$ cat config.mk
export PLATFORM = sky130hd
export DESIGN_NAME = modbus_rtu_frame_delimiter_top_flat
export DESIGN_NICKNAME = d
export VERILOG_FILES = /design/src/sv/mrfd_pkg.sv /design/src/sv/mrfd_if.sv /design/src/sv/modbus_rtu_frame_delimiter_top.sv /design/src/sv/mrfd_in_reg.sv /design/src/sv/mrfd_tracker.sv /design/src/sv/mrfd_out_reg.sv /design/src/flat_wrapper.sv
export SDC_FILE = /design/constraint.sdc
export NUM_CORES = 1
export LEC_CHECK = 0
export ABC_AREA = 1
export BUFFER_PORTS_ARGS = -buffer_cell sky130_fd_sc_hd__buf_2
export CAP_MARGIN = 10
export CELL_PAD_IN_SITES_DETAIL_PLACEMENT = 2
export CELL_PAD_IN_SITES_GLOBAL_PLACEMENT = 2
export CORE_UTILIZATION = 34
export DETAILED_ROUTE_END_ITERATION = 6
export PLACE_DENSITY_LB_ADDON = 0.05
export SETUP_SLACK_MARGIN = 0.3
export SYNTH_ARGS = -nofsm -noshare
export SYNTH_HDL_FRONTEND = slang
export SYNTH_SLANG_ARGS = --single-unit
$ cat constraint.sdc
create_clock -name clk -period 4.4 [get_ports clk]
set_input_delay 0.88 -clock clk [delete_from_list [all_inputs] [get_ports clk]]
set_output_delay 0.88 -clock clk [all_outputs]
set_load 0.005 [all_outputs]
$ cat src/sv/mrfd_pkg.sv
// Package: types and constants shared by the Modbus RTU frame delimiter.
`timescale 1ns / 1ps
package mrfd_pkg;

  localparam int DATA_W    = 8;
  localparam int CNT_W     = 9;
  localparam int TICK_W    = 16;
  localparam int CFG_W     = 16;

  // action field codes
  localparam logic ACT_BYTE = 1'b0;
  localparam logic ACT_TICK = 1'b1;

  typedef enum logic [1:0] {
    ST_BUSY        = 2'd0,
    ST_DONE        = 2'd1,
    ST_TIMEOUT     = 2'd2,
    ST_UNSUPPORTED = 2'd3
  } status_t;

  typedef enum logic [0:0] {
    REG_SLAVE_MODE   = 1'b0,
    REG_BYTE_TIMEOUT = 1'b1
  } cfg_reg_t;

  localparam logic [TICK_W-1:0] TIMEOUT_RST = 16'd1000;

  // function codes
  localparam logic [DATA_W-1:0] FC_READ_COILS      = 8'd1;
  localparam logic [DATA_W-1:0] FC_READ_DISCRETE   = 8'd2;
  localparam logic [DATA_W-1:0] FC_READ_HOLDING    = 8'd3;
  localparam logic [DATA_W-1:0] FC_READ_INPUT      = 8'd4;
  localparam logic [DATA_W-1:0] FC_WRITE_COIL      = 8'd5;
  localparam logic [DATA_W-1:0] FC_WRITE_REG       = 8'd6;
  localparam logic [DATA_W-1:0] FC_WRITE_COILS     = 8'd15;
  localparam logic [DATA_W-1:0] FC_WRITE_REGS      = 8'd16;
  localparam logic [DATA_W-1:0] FC_READ_WRITE_REGS = 8'd23;
  localparam int                EXCEPTION_BIT      = 7;

  // frame positions and lengths
  localparam logic [CNT_W-1:0] IDX_FUNC      = 9'd1;
  localparam logic [CNT_W-1:0] IDX_RD_COUNT  = 9'd2;
  localparam logic [CNT_W-1:0] IDX_WR_COUNT  = 9'd6;
  localparam logic [CNT_W-1:0] LEN_EXCEPTION = 9'd5;
  localparam logic [CNT_W-1:0] LEN_FIXED     = 9'd8;
  localparam logic [CNT_W-1:0] LEN_RD_HDR    = 9'd5;
  localparam logic [CNT_W-1:0] LEN_WR_HDR    = 9'd9;
  localparam logic [CNT_W-1:0] LEN_MAX       = 9'd264;

  typedef struct packed {
    logic              action;
    logic [DATA_W-1:0] data_byte;
  } item_t;

  typedef struct packed {
    logic [DATA_W-1:0] byte_out;
    logic              byte_valid;
    logic [CNT_W-1:0]  byte_index;
    status_t           frame_status;
    logic [CNT_W-1:0]  frame_total;
  } result_t;

endpackage

$ cat src/sv/mrfd_if.sv
// Interfaces: input item channel and result channel with valid/ready handshake.
`timescale 1ns / 1ps
interface mrfd_in_if;
  import mrfd_pkg::*;

  logic              valid;
  logic              ready;
  logic              action;
  logic [DATA_W-1:0] data_byte;

  modport source (output valid, output action, output data_byte, input ready);
  modport sink   (input valid, input action, input data_byte, output ready);
endinterface

interface mrfd_out_if;
  import mrfd_pkg::*;

  logic              valid;
  logic              ready;
  logic [DATA_W-1:0] byte_out;
  logic              byte_valid;
  logic [CNT_W-1:0]  byte_index;
  status_t           frame_status;
  logic [CNT_W-1:0]  frame_total;

  modport source (output valid, output byte_out, output byte_valid, output byte_index,
                  output frame_status, output frame_total, input ready);
  modport sink   (input valid, input byte_out, input byte_valid, input byte_index,
                  input frame_status, input frame_total, output ready);
endinterface

$ cat src/sv/modbus_rtu_frame_delimiter_top.sv
// An accepted transaction passes input register -> frame decision -> result register.
// Throughput: one transaction per cycle while the result sink is not stalling.
// A stalled result register holds one result and the input register takes one more item.
// Reset (synchronous, rst_n low): clears frame state and valid flags,
// sets slave_mode to 0 and byte_timeout_ticks to 1000.
`timescale 1ns / 1ps
module modbus_rtu_frame_delimiter_top (
  input  logic                       clk,
  input  logic                       rst_n,
  mrfd_in_if.sink                    in_ch,
  mrfd_out_if.source                 out_ch,
  input  logic                       cfg_we,
  input  mrfd_pkg::cfg_reg_t         cfg_idx,
  input  logic [mrfd_pkg::CFG_W-1:0] cfg_wdata
);
  import mrfd_pkg::*;

  item_t   in_item;
  item_t   item;
  logic    item_vld;
  logic    advance;
  logic    step;
  result_t res;
  result_t out_res;

  assign in_item.action    = in_ch.action;
  assign in_item.data_byte = in_ch.data_byte;
  assign step              = advance && item_vld;

  mrfd_in_reg u_in_reg (
    .clk      (clk),
    .rst_n    (rst_n),
    .in_valid (in_ch.valid),
    .in_ready (in_ch.ready),
    .in_item  (in_item),
    .advance  (advance),
    .item_vld (item_vld),
    .item     (item)
  );

  mrfd_tracker u_tracker (
    .clk       (clk),
    .rst_n     (rst_n),
    .cfg_we    (cfg_we),
    .cfg_idx   (cfg_idx),
    .cfg_wdata (cfg_wdata),
    .step      (step),
    .item      (item),
    .res       (res)
  );

  mrfd_out_reg u_out_reg (
    .clk       (clk),
    .rst_n     (rst_n),
    .res_vld   (item_vld),
    .res       (res),
    .out_ready (out_ch.ready),
    .advance   (advance),
    .out_valid (out_ch.valid),
    .out_res   (out_res)
  );

  assign out_ch.byte_out     = out_res.byte_out;
  assign out_ch.byte_valid   = out_res.byte_valid;
  assign out_ch.byte_index   = out_res.byte_index;
  assign out_ch.frame_status = out_res.frame_status;
  assign out_ch.frame_total  = out_res.frame_total;

  // a completed frame always ends on a received byte with a nonzero length
  a_done_len: assert property (@(posedge clk) disable iff (!rst_n)
    out_ch.valid && out_ch.frame_status == ST_DONE
      |-> out_ch.byte_valid && out_ch.frame_total != '0)
    else $error("complete frame without byte or length");

  // length is reported only with a completed frame
  a_len_only_done: assert property (@(posedge clk) disable iff (!rst_n)
    out_ch.valid && out_ch.frame_status != ST_DONE |-> out_ch.frame_total == '0)
    else $error("frame length outside a complete frame");

  // tick transactions carry no byte and never complete or reject a frame
  a_tick_result: assert property (@(posedge clk) disable iff (!rst_n)
    out_ch.valid && !out_ch.byte_valid
      |-> out_ch.byte_out == '0 && out_ch.byte_index == '0 &&
          (out_ch.frame_status == ST_BUSY || out_ch.frame_status == ST_TIMEOUT))
    else $error("bad tick result");

  // an accepted transaction reaches the result register when the stage advances
  a_step_lands: assert property (@(posedge clk) disable iff (!rst_n)
    step |=> out_ch.valid)
    else $error("result lost after processing");

endmodule

$ cat src/sv/mrfd_in_reg.sv
// Input register: one transaction per cycle when ready, held until the next stage advances.
`timescale 1ns / 1ps
module mrfd_in_reg (
  input  logic            clk,
  input  logic            rst_n,
  input  logic            in_valid,
  output logic            in_ready,
  input  mrfd_pkg::item_t in_item,
  input  logic            advance,
  output logic            item_vld,
  output mrfd_pkg::item_t item
);
  import mrfd_pkg::*;

  logic  vld_r;
  logic  vld_nxt;
  item_t item_r;
  logic  load;

  assign in_ready = !vld_r || advance;
  assign load     = in_valid && in_ready;

  always_comb begin
    vld_nxt = vld_r;
    if (load) begin
      vld_nxt = 1'b1;
    end else if (advance) begin
      vld_nxt = 1'b0;
    end
  end

  always_ff @(posedge clk) begin
    if (!rst_n) begin
      vld_r <= 1'b0;
    end else begin
      vld_r <= vld_nxt;
    end
  end

  always_ff @(posedge clk) begin
    if (load) begin
      item_r <= in_item;
    end
  end

  assign item_vld = vld_r;
  assign item     = item_r;

endmodule

$ cat src/sv/mrfd_tracker.sv
// Frame tracker: configuration registers, frame state and the per-transaction length decision.
`timescale 1ns / 1ps
module mrfd_tracker (
  input  logic                         clk,
  input  logic                         rst_n,
  input  logic                         cfg_we,
  input  mrfd_pkg::cfg_reg_t           cfg_idx,
  input  logic [mrfd_pkg::CFG_W-1:0]   cfg_wdata,
  input  logic                         step,
  input  mrfd_pkg::item_t              item,
  output mrfd_pkg::result_t            res
);
  import mrfd_pkg::*;

  logic              slave_r;
  logic [TICK_W-1:0] timeout_r;

  logic [CNT_W-1:0]  cnt_r, cnt_nxt;
  logic [CNT_W-1:0]  exp_r, exp_nxt;
  logic              known_r, known_nxt;
  logic [TICK_W-1:0] wait_r, wait_nxt;

  logic [CNT_W-1:0]  cnt_inc;
  logic [TICK_W-1:0] wait_inc;
  logic [CNT_W-1:0]  data_ext;

  assign cnt_inc  = cnt_r + 1'b1;
  assign wait_inc = (wait_r != {TICK_W{1'b1}}) ? wait_r + 1'b1 : wait_r;
  assign data_ext = {{(CNT_W-DATA_W){1'b0}}, item.data_byte};

  always_comb begin
    logic unsup;
    logic restart;

    cnt_nxt   = cnt_r;
    exp_nxt   = exp_r;
    known_nxt = known_r;
    wait_nxt  = wait_r;
    res       = '0;
    res.frame_status = ST_BUSY;
    unsup     = 1'b0;
    restart   = 1'b0;

    if (item.action == ACT_TICK) begin
      if (cnt_r != '0) begin
        wait_nxt = wait_inc;
        if (wait_inc >= timeout_r) begin
          res.frame_status = ST_TIMEOUT;
          restart = 1'b1;
        end
      end
    end else begin
      res.byte_out   = item.data_byte;
      res.byte_valid = 1'b1;
      res.byte_index = cnt_r;
      wait_nxt       = '0;
      cnt_nxt        = cnt_inc;

      if (cnt_r == IDX_FUNC) begin
        if (!slave_r) begin
          // master: parse responses
          priority if (item.data_byte[EXCEPTION_BIT]) begin
            exp_nxt   = LEN_EXCEPTION;
            known_nxt = 1'b1;
          end else if (item.data_byte == FC_READ_COILS || item.data_byte == FC_READ_DISCRETE ||
                       item.data_byte == FC_READ_HOLDING || item.data_byte == FC_READ_INPUT ||
                       item.data_byte == FC_READ_WRITE_REGS) begin
            // length comes with the byte count
          end else if (item.data_byte == FC_WRITE_COIL || item.data_byte == FC_WRITE_REG ||
                       item.data_byte == FC_WRITE_COILS || item.data_byte == FC_WRITE_REGS) begin
            exp_nxt   = LEN_FIXED;
            known_nxt = 1'b1;
          end else begin
            unsup = 1'b1;
          end
        end else begin
          // slave: parse requests
          priority if (item.data_byte == FC_READ_COILS || item.data_byte == FC_READ_DISCRETE ||
                       item.data_byte == FC_READ_HOLDING || item.data_byte == FC_READ_INPUT ||
                       item.data_byte == FC_WRITE_COIL || item.data_byte == FC_WRITE_REG) begin
            exp_nxt   = LEN_FIXED;
            known_nxt = 1'b1;
          end else if (item.data_byte == FC_WRITE_COILS ||
                       item.data_byte == FC_WRITE_REGS) begin
            // length comes with the byte count
          end else begin
            unsup = 1'b1;
          end
        end
      end else if (!known_r) begin
        if (cnt_r == IDX_RD_COUNT && !slave_r) begin
          exp_nxt   = LEN_RD_HDR + data_ext;
          known_nxt = 1'b1;
        end else if (cnt_r == IDX_WR_COUNT && slave_r) begin
          exp_nxt   = LEN_WR_HDR + data_ext;
          known_nxt = 1'b1;
        end
      end

      priority if (unsup) begin
        res.frame_status = ST_UNSUPPORTED;
        restart = 1'b1;
      end else if (known_nxt && cnt_inc >= exp_nxt) begin
        res.frame_status = ST_DONE;
        res.frame_total  = cnt_inc;
        restart = 1'b1;
      end else if (cnt_inc > LEN_MAX) begin
        // length never decided: drop the runaway frame
        restart = 1'b1;
      end else begin
        // frame still in progress: hold its state
      end
    end

    if (restart) begin
      cnt_nxt   = '0;
      exp_nxt   = '0;
      known_nxt = 1'b0;
      wait_nxt  = '0;
    end
  end

  always_ff @(posedge clk) begin
    if (!rst_n) begin
      slave_r   <= 1'b0;
      timeout_r <= TIMEOUT_RST;
    end else if (cfg_we) begin
      unique case (cfg_idx)
        REG_SLAVE_MODE:   slave_r   <= cfg_wdata[0];
        REG_BYTE_TIMEOUT: timeout_r <= cfg_wdata[TICK_W-1:0];
      endcase
    end
  end

  always_ff @(posedge clk) begin
    if (!rst_n) begin
      cnt_r   <= '0;
      exp_r   <= '0;
      known_r <= 1'b0;
      wait_r  <= '0;
    end else if (step) begin
      cnt_r   <= cnt_nxt;
      exp_r   <= exp_nxt;
      known_r <= known_nxt;
      wait_r  <= wait_nxt;
    end
  end

endmodule

$ cat src/sv/mrfd_out_reg.sv
// Result register: holds one result transaction until the sink takes it.
`timescale 1ns / 1ps
module mrfd_out_reg (
  input  logic              clk,
  input  logic              rst_n,
  input  logic              res_vld,
  input  mrfd_pkg::result_t res,
  input  logic              out_ready,
  output logic              advance,
  output logic              out_valid,
  output mrfd_pkg::result_t out_res
);
  import mrfd_pkg::*;

  logic    vld_r;
  logic    vld_nxt;
  result_t res_r;

  assign advance = !vld_r || out_ready;

  always_comb begin
    vld_nxt = vld_r;
    if (advance) begin
      vld_nxt = res_vld;
    end
  end

  always_ff @(posedge clk) begin
    if (!rst_n) begin
      vld_r <= 1'b0;
    end else begin
      vld_r <= vld_nxt;
    end
  end

  always_ff @(posedge clk) begin
    if (advance && res_vld) begin
      res_r <= res;
    end
  end

  assign out_valid = vld_r;
  assign out_res   = res_r;

endmodule

$ cat src/flat_wrapper.sv
// flat-port wrapper written by rule: the top's interface ports become plain ports
module modbus_rtu_frame_delimiter_top_flat import mrfd_pkg::*;
  (clk, rst_n, cfg_we, cfg_idx, cfg_wdata, in_ch_valid, in_ch_action, in_ch_data_byte, in_ch_ready, out_ch_valid, out_ch_byte_out, out_ch_byte_valid, out_ch_byte_index, out_ch_frame_status, out_ch_frame_total, out_ch_ready);
  mrfd_in_if in_ch_i ();
  mrfd_out_if out_ch_i ();
  input  logic clk;
  input  logic rst_n;
  input  logic cfg_we;
  input  mrfd_pkg::cfg_reg_t cfg_idx;
  input  logic [mrfd_pkg::CFG_W-1:0] cfg_wdata;
  input wire logic [$bits(in_ch_i.valid)-1:0] in_ch_valid;
  input wire logic [$bits(in_ch_i.action)-1:0] in_ch_action;
  input wire logic [$bits(in_ch_i.data_byte)-1:0] in_ch_data_byte;
  output wire logic [$bits(in_ch_i.ready)-1:0] in_ch_ready;
  output wire logic [$bits(out_ch_i.valid)-1:0] out_ch_valid;
  output wire logic [$bits(out_ch_i.byte_out)-1:0] out_ch_byte_out;
  output wire logic [$bits(out_ch_i.byte_valid)-1:0] out_ch_byte_valid;
  output wire logic [$bits(out_ch_i.byte_index)-1:0] out_ch_byte_index;
  output wire logic [$bits(out_ch_i.frame_status)-1:0] out_ch_frame_status;
  output wire logic [$bits(out_ch_i.frame_total)-1:0] out_ch_frame_total;
  input wire logic [$bits(out_ch_i.ready)-1:0] out_ch_ready;
  assign in_ch_i.valid = in_ch_valid;
  assign in_ch_i.action = in_ch_action;
  assign in_ch_i.data_byte = in_ch_data_byte;
  assign in_ch_ready = in_ch_i.ready;
  assign out_ch_valid = out_ch_i.valid;
  assign out_ch_byte_out = out_ch_i.byte_out;
  assign out_ch_byte_valid = out_ch_i.byte_valid;
  assign out_ch_byte_index = out_ch_i.byte_index;
  assign out_ch_frame_status = out_ch_i.frame_status;
  assign out_ch_frame_total = out_ch_i.frame_total;
  assign out_ch_i.ready = out_ch_ready;
  modbus_rtu_frame_delimiter_top u_core (.clk(clk), .rst_n(rst_n), .in_ch(in_ch_i), .out_ch(out_ch_i), .cfg_we(cfg_we), .cfg_idx(cfg_idx), .cfg_wdata(cfg_wdata));
endmodule
==> summary by stage, run 1 <==
Floorplanning
In this run the count of I/O pins placed on the die edge is between 60 and 70. The initial core utilization is between 30% and 40%. The die is about 130 µm wide. The number of placement rows is 46.

In this run the vertical extent of the chip is about 130 µm. The area of the core is about 16000 µm². The die footprint is 16800 µm².

STA
The routed design could run at a clock period as short as about 3.8 ns. The largest clock skew in the final design is between 0.009 and 0.01 ns. Setup violations remaining at the end of the flow were counted as 0. The worst-case setup margin in the final layout is roughly 0.57 ns. The final-report max-slew violation count was 0. Setup repair after global routing left no endpoint under its margin. The summed negative setup slack over all endpoints is 0 ns. The highest attainable clock frequency is approximately 260 MHz.

The transition time of the tightest slew-check pin is ~0.92 ns. The worst pin sits at a relative slew slack of between 30% and 40%. The hold violation total from the final report is 0.

The period utilization is roughly 87%.

Pwr
For this design the ratio of total power to cell area is 311 nW/µm². The static power due to leakage is between 2 and 3 nW. For this design the total switching power over the nets is 0.000579 W.

The switching fraction of total power is roughly 28%. The cell-internal power is between 0.001 and 0.0015 W. Power comes to approximately 0.0020 W. The clock network fraction of design power is between 40% and 50%.

The combinational share of power is approximately an eighth. IR analysis of the VDD net gives a maximum drop of around 0.18 mV. The proportion of power drawn by flip-flops and latches is a little under half.

Route
Once detail routing completed, the nets flagged for antenna violations numbered 0. The residual DRC count is 0. Before antenna repair, the detailed router went through 4 iterations. The total wirelength of the detailed-routed design is between 15000 and 20000 µm. The via count normalized by instance count is about 5.1. The routed length per instance is 18.2 µm.

The routed via count is 5165. The detailed router finished its first iteration with around 160 violations.

Synthesis
The mean instance size in the synthesized netlist is 7.55 µm². The number of standard cells after synthesis is about 730. The post-synthesis register bit count is 92.

The sequential-to-total area share from yosys stat is 40.1%. For this run, the number of Yosys warnings is 0. For this run, asynchronously set or reset flops after synthesis account for 0%. The synthesized design contains 38 enable-type register cells. The number of nets produced by synthesis is between 700 and 800.

In the synthesized netlist the dominant register cell turns out to be sky130_fd_sc_hd__dfxtp_1. The post-synthesis instance area is 5540 µm². The netlist uses 37 different library cells.

Cells and area
0 antenna diodes ended up in the layout. The layout overhead on the synthesized area is 18.1%. The final-layout fill cell count is ~1900.

The share of layout cells above drive strength 1 is roughly 20%. For this run, the post-layout net count is between 800 and 900.

CTS
The clock latency on the worst-skew pair is about 0.36 ns. The clock transition time at the flip-flop clock pins of the worst setup and hold paths is about 0.070 ns. The clock tree synthesis step divided the H-tree into 3 levels. The number of buffers on the longest clock path is 2. The root buffer selected by CTS is sky130_fd_sc_hd__clkbuf_16. The number of buffers added by the clock tree synthesis step is 9. TritonCTS built the clock tree. For this design, the sink count on the clock tree is 92.

Setup path
The capturing instance or port of the critical path is u_core.u_tracker.wait_r[11]. The worst setup path is launched from a flip-flop. The maximum fanout along the worst path is 14. Counting cells, the worst reg-to-reg path comes to 26.

The setup path with the least slack is of type flip-flop to flip-flop. The kind of cell with the highest combined delay along the critical path is simple AND/OR/NAND/NOR gates. The endpoint identified for the worst register-to-register timing path is u_core.u_tracker.wait_r[11].

On the critical path, the stage with the largest delay is an instance of sky130_fd_sc_hd__dfxtp_2. The worst endpoint data arrival time is between 4 and 5 ns. For the worst setup path, the data required time is roughly 4.6 ns. The library cell appearing most often on the critical path is sky130_fd_sc_hd__nand2_1.

The register-to-register setup slack is 0.57 ns. The total stage count of the critical path is 26. In this design, the stage delay of the slowest critical-path cell is roughly 0.37 ns.

The kind of end point of the critical path is a flip-flop. The reg-to-reg startpoint is u_core.u_tracker.wait_r[0]. The number of buffers and inverters on the critical path is 6.

The critical path launch point is u_core.u_tracker.wait_r[0].

Worst hold path
The worst hold path belongs to the class flip-flop to flip-flop. Along the worst hold path, the cell count comes to 2.

Global routing
Global routing used roughly 23% of the available tracks. Entering global routing, the biggest net connects 31 pins. The first global-routing pass estimated roughly 29000 µm of wire. The initial antenna violation count is 0.

The via count of the first global-routing pass came to between 5000 and 6000. The total overflow left after global routing is 0.

Place
The final weighted congestion of routability-driven global placement is just over 0.8. The detailed placement HPWL is 13700 µm. Port buffering added 61 buffers. The minimum setup slack after placement is ~0.26 ns.

Run
The number of max-cap violations is 0.

Run status
The run finished with clean final reports.
registers in the layout (all words and copies together) (netlist names):
register / cells
u_core.u_tracker.timeout_r: 16
u_core.u_out_reg.out_res: 29
u_core.u_tracker.known_r: 1
u_core.u_in_reg.item_vld: 1
u_core.u_in_reg.item: 9
u_core.u_tracker.exp_r: 9
u_core.u_tracker.wait_r: 16
u_core.u_tracker.slave_r: 1
u_core.u_out_reg.out_valid: 1
u_core.u_tracker.cnt_r: 9
placed cells by master (no fill, tap or decap), types with 7 or more instances in the layout:
cell / netlist / routed
sky130_fd_sc_hd__o21ai_0: 36 / 35
sky130_fd_sc_hd__dfxtp_1: 54 / 51
sky130_fd_sc_hd__nand2_2: 13 / 15
sky130_fd_sc_hd__nand4_1: 26 / 26
sky130_fd_sc_hd__nand2_1: 124 / 121
sky130_fd_sc_hd__o21ai_1: 13 / 13
sky130_fd_sc_hd__nand3_1: 39 / 39
sky130_fd_sc_hd__inv_2: 16 / 17
sky130_fd_sc_hd__buf_2: 9 / 62
sky130_fd_sc_hd__edfxtp_1: 38 / 38
sky130_fd_sc_hd__o211ai_1: 9 / 9
sky130_fd_sc_hd__a21oi_1: 59 / 58
sky130_fd_sc_hd__ha_1: 35 / 35
sky130_fd_sc_hd__xor2_1: 19 / 17
sky130_fd_sc_hd__clkbuf_16: 0 / 10
sky130_fd_sc_hd__nor2_1: 103 / 100
sky130_fd_sc_hd__inv_1: 87 / 84
sky130_fd_sc_hd__nor3_1: 7 / 7
sky130_fd_sc_hd__buf_4: 1 / 12
cell type report:
| cell class | count | area [µm²] | share of cell area (%) |
|---|---|---|---|
| Multi-Input combinational cell | 513 | 2910 | 44.5 |
| Sequential cell | 92 | 2230 | 34.0 |
| Timing Repair Buffer | 75 | 415 | 6.35 |
| Inverter | 106 | 414 | 6.33 |
| Tap cell | 216 | 270 | 4.13 |
| Clock buffer | 11 | 264 | 4.04 |
| Clock inverter | 5 | 40.0 | 0.612 |
cell usage after synthesis (2+ instances only):
| master | number | area [µm²] |
|---|---|---|
| sky130_fd_sc_hd__inv_2 | 16 | 60.1 |
| sky130_fd_sc_hd__nor2_2 | 2 | 12.5 |
| sky130_fd_sc_hd__nor3_1 | 7 | 35.0 |
| sky130_fd_sc_hd__nand3_1 | 39 | 195 |
| sky130_fd_sc_hd__nor2_4 | 3 | 33.8 |
| sky130_fd_sc_hd__or2_2 | 3 | 18.8 |
| sky130_fd_sc_hd__o21ai_1 | 13 | 65.1 |
| sky130_fd_sc_hd__edfxtp_1 | 38 | 1140 |
| sky130_fd_sc_hd__nand4_1 | 26 | 163 |
| sky130_fd_sc_hd__o211ai_1 | 9 | 67.6 |
| sky130_fd_sc_hd__nand3_2 | 5 | 50.1 |
| sky130_fd_sc_hd__xor2_1 | 19 | 166 |
| sky130_fd_sc_hd__nand2_2 | 13 | 81.3 |
| sky130_fd_sc_hd__dfxtp_1 | 54 | 1080 |
| sky130_fd_sc_hd__inv_1 | 87 | 327 |
| sky130_fd_sc_hd__nand4_2 | 3 | 37.5 |
| sky130_fd_sc_hd__buf_2 | 9 | 45.0 |
| sky130_fd_sc_hd__xnor2_1 | 2 | 17.5 |
| sky130_fd_sc_hd__ha_1 | 35 | 438 |
| sky130_fd_sc_hd__inv_4 | 2 | 12.5 |
| sky130_fd_sc_hd__clkbuf_1 | 12 | 45.0 |
| sky130_fd_sc_hd__nor2_1 | 103 | 387 |
| sky130_fd_sc_hd__a21oi_1 | 59 | 295 |
| sky130_fd_sc_hd__nand2_1 | 124 | 465 |
| sky130_fd_sc_hd__o21ai_0 | 36 | 180 |
| sky130_fd_sc_hd__nor3_2 | 2 | 20.0 |
| sky130_fd_sc_hd__a31oi_1 | 2 | 12.5 |
worst min-delay path by stage:
stage / startpoint / endpoint / slack, ns
global placement: u_core.u_tracker.timeout_r[2] / u_core.u_tracker.timeout_r[2] / 0.45
floorplan: u_core.u_tracker.timeout_r[10] / u_core.u_tracker.timeout_r[10] / 0.44
CTS: u_core.u_tracker.timeout_r[14] / u_core.u_tracker.timeout_r[14] / 0.48
finish: u_core.u_tracker.timeout_r[14] / u_core.u_tracker.timeout_r[14] / 0.47
global route: u_core.u_tracker.timeout_r[14] / u_core.u_tracker.timeout_r[14] / 0.50
detailed placement: u_core.u_tracker.timeout_r[14] / u_core.u_tracker.timeout_r[14] / 0.47
power groups by stage:
stage	Clock, W	Combinational, W	Sequential [W]
global placement	0	0.000232	0.000968
CTS	0.000837	0.000253	0.000951
floorplan	0	0.000158	0.000965
finish	0.000821	0.000259	0.000952
detailed placement	0	0.000246	0.000970
global route	0.000864	0.000293	0.000956
per-stage QoR:
step | utilization (%) | instances | hold slack (ns) | area, µm²
after floorplan | - | 733 | 0.435 | 5540
after global placement | 38.0 | 992 | 0.453 | 6040
after detailed placement | 38.0 | 992 | 0.467 | 6040
after CTS | 40.2 | 1012 | 0.477 | 6380
after global routing | 41.2 | 1018 | 0.504 | 6540
final | 41.2 | 1018 | 0.474 | 6540
worst min-delay path, cell delays in order, from the launching register on:
cell	delay, ns
sky130_fd_sc_hd__dfxtp_1	0.30
sky130_fd_sc_hd__inv_1	0.07
sky130_fd_sc_hd__a21oi_1	0.06
metal layers:
metal,wire length [µm],track usage (%)
met3,324,2.81
met4,273,7.52
met2,10100,43.7
met1,7830,25.9
met5,0,0
repair_timing:
item	4_1_cts	5_1_grt
gates cloned	1	1
setup endpoints to repair	22	44
gates resized for setup	4	26
pin swaps	0	9
hold buffers	0	0
setup buffers	3	5
logic make-up (layout without fill, tap and decap cells):
logic type | after synthesis | count (layout) | synth area share [%]
compound gates | 123 | 123 | 11.8
fa+ha+maj | 35 | 35 | 7.91
flops | 92 | 92 | 40.1
simple gates | 333 | 334 | 27.5
buf+inv | 129 | 197 | 9.31
xor+xnor | 21 | 21 | 3.32
Note: power is estimated with default switching activity, not from simulation.
==> inputs of run 2 (changes only) <==
Settings changed: CAP_MARGIN 10 to 5, PLACE_DENSITY_LB_ADDON 0.05 to 0.1, RECOVER_POWER set to 100.
==> run 2 against run 1 <==
Compared with the run above: the run now ends with capacitance limit, slew limit left; flip-flop and latch count unchanged; clock-buffer cell count did not move; fmax down 4.1%; routed wire length shrank 2.6%; global-route usage shrank 0.48 points.
==> summary by stage, run 2 (synthesis gave the netlist of run 1 again) <==
Cells and area
The number of flip-flops under the largest register name came to 29 (unchanged). The final-layout fill cell count is 1870 (was 1891). The share of layout cells above drive strength 1 is 15.5% (was 20.0%). The sequential standard cell area is 2220 µm² (was 2230 µm²).

The post-route core utilization is 40.4% (was 41.2%). The number of diodes is 0 (unchanged). The leading cell type in the layout, fill and taps excluded is sky130_fd_sc_hd__nand2_1 (unchanged). Most used cells in the layout excluding fill and tap cells: sky130_fd_sc_hd__nand2_1, sky130_fd_sc_hd__nor2_1, sky130_fd_sc_hd__inv_1, sky130_fd_sc_hd__a21oi_1, sky130_fd_sc_hd__dfxtp_1 (was sky130_fd_sc_hd__nand2_1, sky130_fd_sc_hd__nor2_1, sky130_fd_sc_hd__inv_1, sky130_fd_sc_hd__buf_2, sky130_fd_sc_hd__a21oi_1). The number of non-filler instances in the completed layout is 1012 (was 1018). The final layout net count is 857 (was 863). The layout overhead on the synthesized area was 16.0% (was 18.1%).

The area of combinational cells with multiple inputs came to 2870 µm² (was 2910 µm²).

Setup path
The worst endpoint data arrival time is 4.19 ns (was 4.03 ns). The category of the most critical setup path is flip-flop to flip-flop (unchanged). The startpoint kind of the worst setup timing path is a flip-flop (unchanged). The kind of end point of the critical path is a flip-flop (unchanged). The kind of cell adding the most delay to the critical path is simple AND/OR/NAND/NOR gates (unchanged).

The signal on the critical path passes through ha_1, nand2_1, nor3_4, nand2_2, nor2_4, nand2_2, inv_2, nand4_4, nand4_1, xor2_2, inv_1, ha_1, nand2_1, inv_1, nand3_1, nor2_1, nand3_1, nand3_1, nand2_2, nand2_8, o21ai_4, clkbuf_4, a21oi_1, nor2_1. The highest cell delay on the worst timing path came to 0.37 ns (about the same). The number of buffers and inverters on the critical path is 4 (was 6).

The worst path required time came to 4.60 ns (about the same). The critical path's slowest cell is sky130_fd_sc_hd__dfxtp_2 (unchanged). The maximum fanout along the worst path is 14 (unchanged).

CTS
The H-tree depth is 3 (unchanged). The total of hold buffers inserted after clock tree synthesis is 0 (unchanged). The clock net sink count came to 92 (unchanged). The clock latency on the worst-skew pair is 0.36 ns (about the same). The number of buffers added by the clock tree synthesis step is 9 (unchanged). The CTS tree is yes (unchanged). The number of buffers on the longest clock path was 2 (unchanged). The root buffer selected by CTS is sky130_fd_sc_hd__clkbuf_16 (unchanged). The clock transition time at the flip-flop clock pins of the worst setup and hold paths was 0.07 ns (about the same).

Pwr
The worst supply voltage drop on vdd came to 0.183 mV (was 0.185 mV). The power density over the cells was 315 nW/µm² (was 311 nW/µm²). The static power due to leakage came to 2.87 nW (was 2.95 nW).

Global routing
The global-route wire length before repair is 28600 µm (was 29200 µm). The initial antenna violation count was 0 (unchanged). The pin count of the biggest net entering global routing is 32 (was 31). The via count of the first global-routing pass is 5696 (was 5640).

The overflow left after global routing is 0 (unchanged). The overall routing resource usage is 22.3% (was 22.8%).

Route
The via count normalized by instance count is 5.12 (was 5.07). The total length of routed met3 wires was 329 µm (was 324 µm). The routed length per instance was 17.8 µm (was 18.2 µm). The routed length on met2 is 9590 µm (was 10100 µm). The residual DRC count is 0 (unchanged). The first-pass detailed-route iteration total was 4 (unchanged). The top routing layer in use is met4 (unchanged). The routed via count came to 5179 (was 5165).

The total wirelength of the detailed-routed design was 18000 µm (was 18500 µm). The number of nets with antenna violations after detailed routing is 0 (unchanged). The routed length on met1 is 7670 µm (was 7830 µm). The starting DRC count in detailed routing was 164 (was 158).

STA
The worst-case headroom to the max-slew limit is -31.9% (was 38.8%). The time the worst path needs with I/O delays and setup is 4.00 ns (was 3.83 ns). The summed negative setup slack over all endpoints is 0 ns (unchanged). The worst-case setup margin in the final layout came to 0.403 ns (was 0.569 ns).

The worst hold margin was 0.465 ns (was 0.474 ns). The transition time of the tightest slew-check pin is 1.98 ns (was 0.917 ns). The period utilization was 90.8% (was 87.1%). The final-report max-slew violation count was 57 (was 0). The highest attainable clock frequency came to 250 MHz (was 261 MHz).

Unrepaired setup endpoints after global routing: no (unchanged). The largest clock skew in the final design is 0.00907 ns (was 0.00916 ns). The hold violation total from the final report is 0 (unchanged). The total of endpoints with negative setup slack in the final report is 0 (unchanged).

Place
The detailed placement HPWL is 13200 µm (was 13700 µm). The number of input and output port buffers inserted is 61 (unchanged). The minimum setup slack after placement came to 0.332 ns (was 0.262 ns). The cell count after placement is 992 (unchanged). The final weighted congestion of routability-driven global placement is 0.817 (was 0.818).

Floorplanning
The die boundary height is 130 µm (unchanged). The initial core utilization is 34.9% (unchanged). The chip width was 130 µm (unchanged). The area of the core is 15900 µm² (unchanged).

The I/O pin count is 62 (unchanged). The die footprint came to 16800 µm² (unchanged). The number of placement rows was 46 (unchanged).

Run status
The final reports fail on capacitance limit, slew limit. Outcome: finished, violations left (was finished, final reports clean).

Run
The number of max-cap violations is 2 (was 0).

Worst hold path
The type of the most critical hold path is flip-flop to flip-flop (unchanged).
==> run 2: timing repair <==
item | 4_1_cts | 5_1_grt
setup endpoints to repair | 24 | 44
gates cloned | 0 | 2
resized for setup | 3 | 22
pin swaps | 0 | 7
setup buffers | 0 | 2
==> run 2: where the power goes <==
part | total, W | internal, W | switching, W
Combinational | 0.000252 | 0.0000823 | 0.000170
Sequential | 0.000953 | 0.000926 | 0.0000265
Clock | 0.000817 | 0.000459 | 0.000358
Total | 0.00202 | 0.00147 | 0.000555
==> run 2: path summary, 6_finish.rpt <==
check	start	endpoint	slack, ns	cells past startpoint
max	u_core.u_tracker.wait_r[0]	u_core.u_tracker.wait_r[2]	0.40	24
min	u_core.u_tracker.timeout_r[2]	u_core.u_tracker.timeout_r[2]	0.47	2
max reg2reg	u_core.u_tracker.wait_r[0]	u_core.u_tracker.wait_r[2]	0.40	24
min reg2reg	u_core.u_tracker.timeout_r[2]	u_core.u_tracker.timeout_r[2]	0.47	2
==> run 2: routing by layer <==
layer  vias to the layer above  track usage, %
met2                        66            43.3
li1                       2525               -
met3                        28            2.44
met5                         -               0
met1                      2560            24.6
met4                         0            8.69
==> run 2: cell type report <==
| class | instances | share of cell area (%) |
|---|---|---|
| clock buffer | 11 | 3.78 |
| sequential | 92 | 34.6 |
| multi-input combinational | 512 | 44.7 |
| inverter | 106 | 6.35 |
| timing repair inverter | 1 | 0.0779 |
| clock inverter | 5 | 0.916 |
| timing repair buffer | 69 | 5.34 |
| tap | 216 | 4.21 |
==> run 2: tightest hold or removal path, cell delays in order (launching register included) <==
cell and delay [ns]:
sky130_fd_sc_hd__dfxtp_1 0.30, sky130_fd_sc_hd__inv_1 0.06, sky130_fd_sc_hd__a21oi_1 0.06
==> run 2: metrics by stage <==
| stage | area [µm²] | total power (W) |
|---|---|---|
| CTS | 6350 | 0.00204 |
| finish | 6420 | 0.00202 |
| detailed placement | 6040 | 0.00122 |
| floorplan | 5540 | 0.00112 |
| global route | 6420 | 0.00211 |
| global placement | 6040 | 0.00120 |
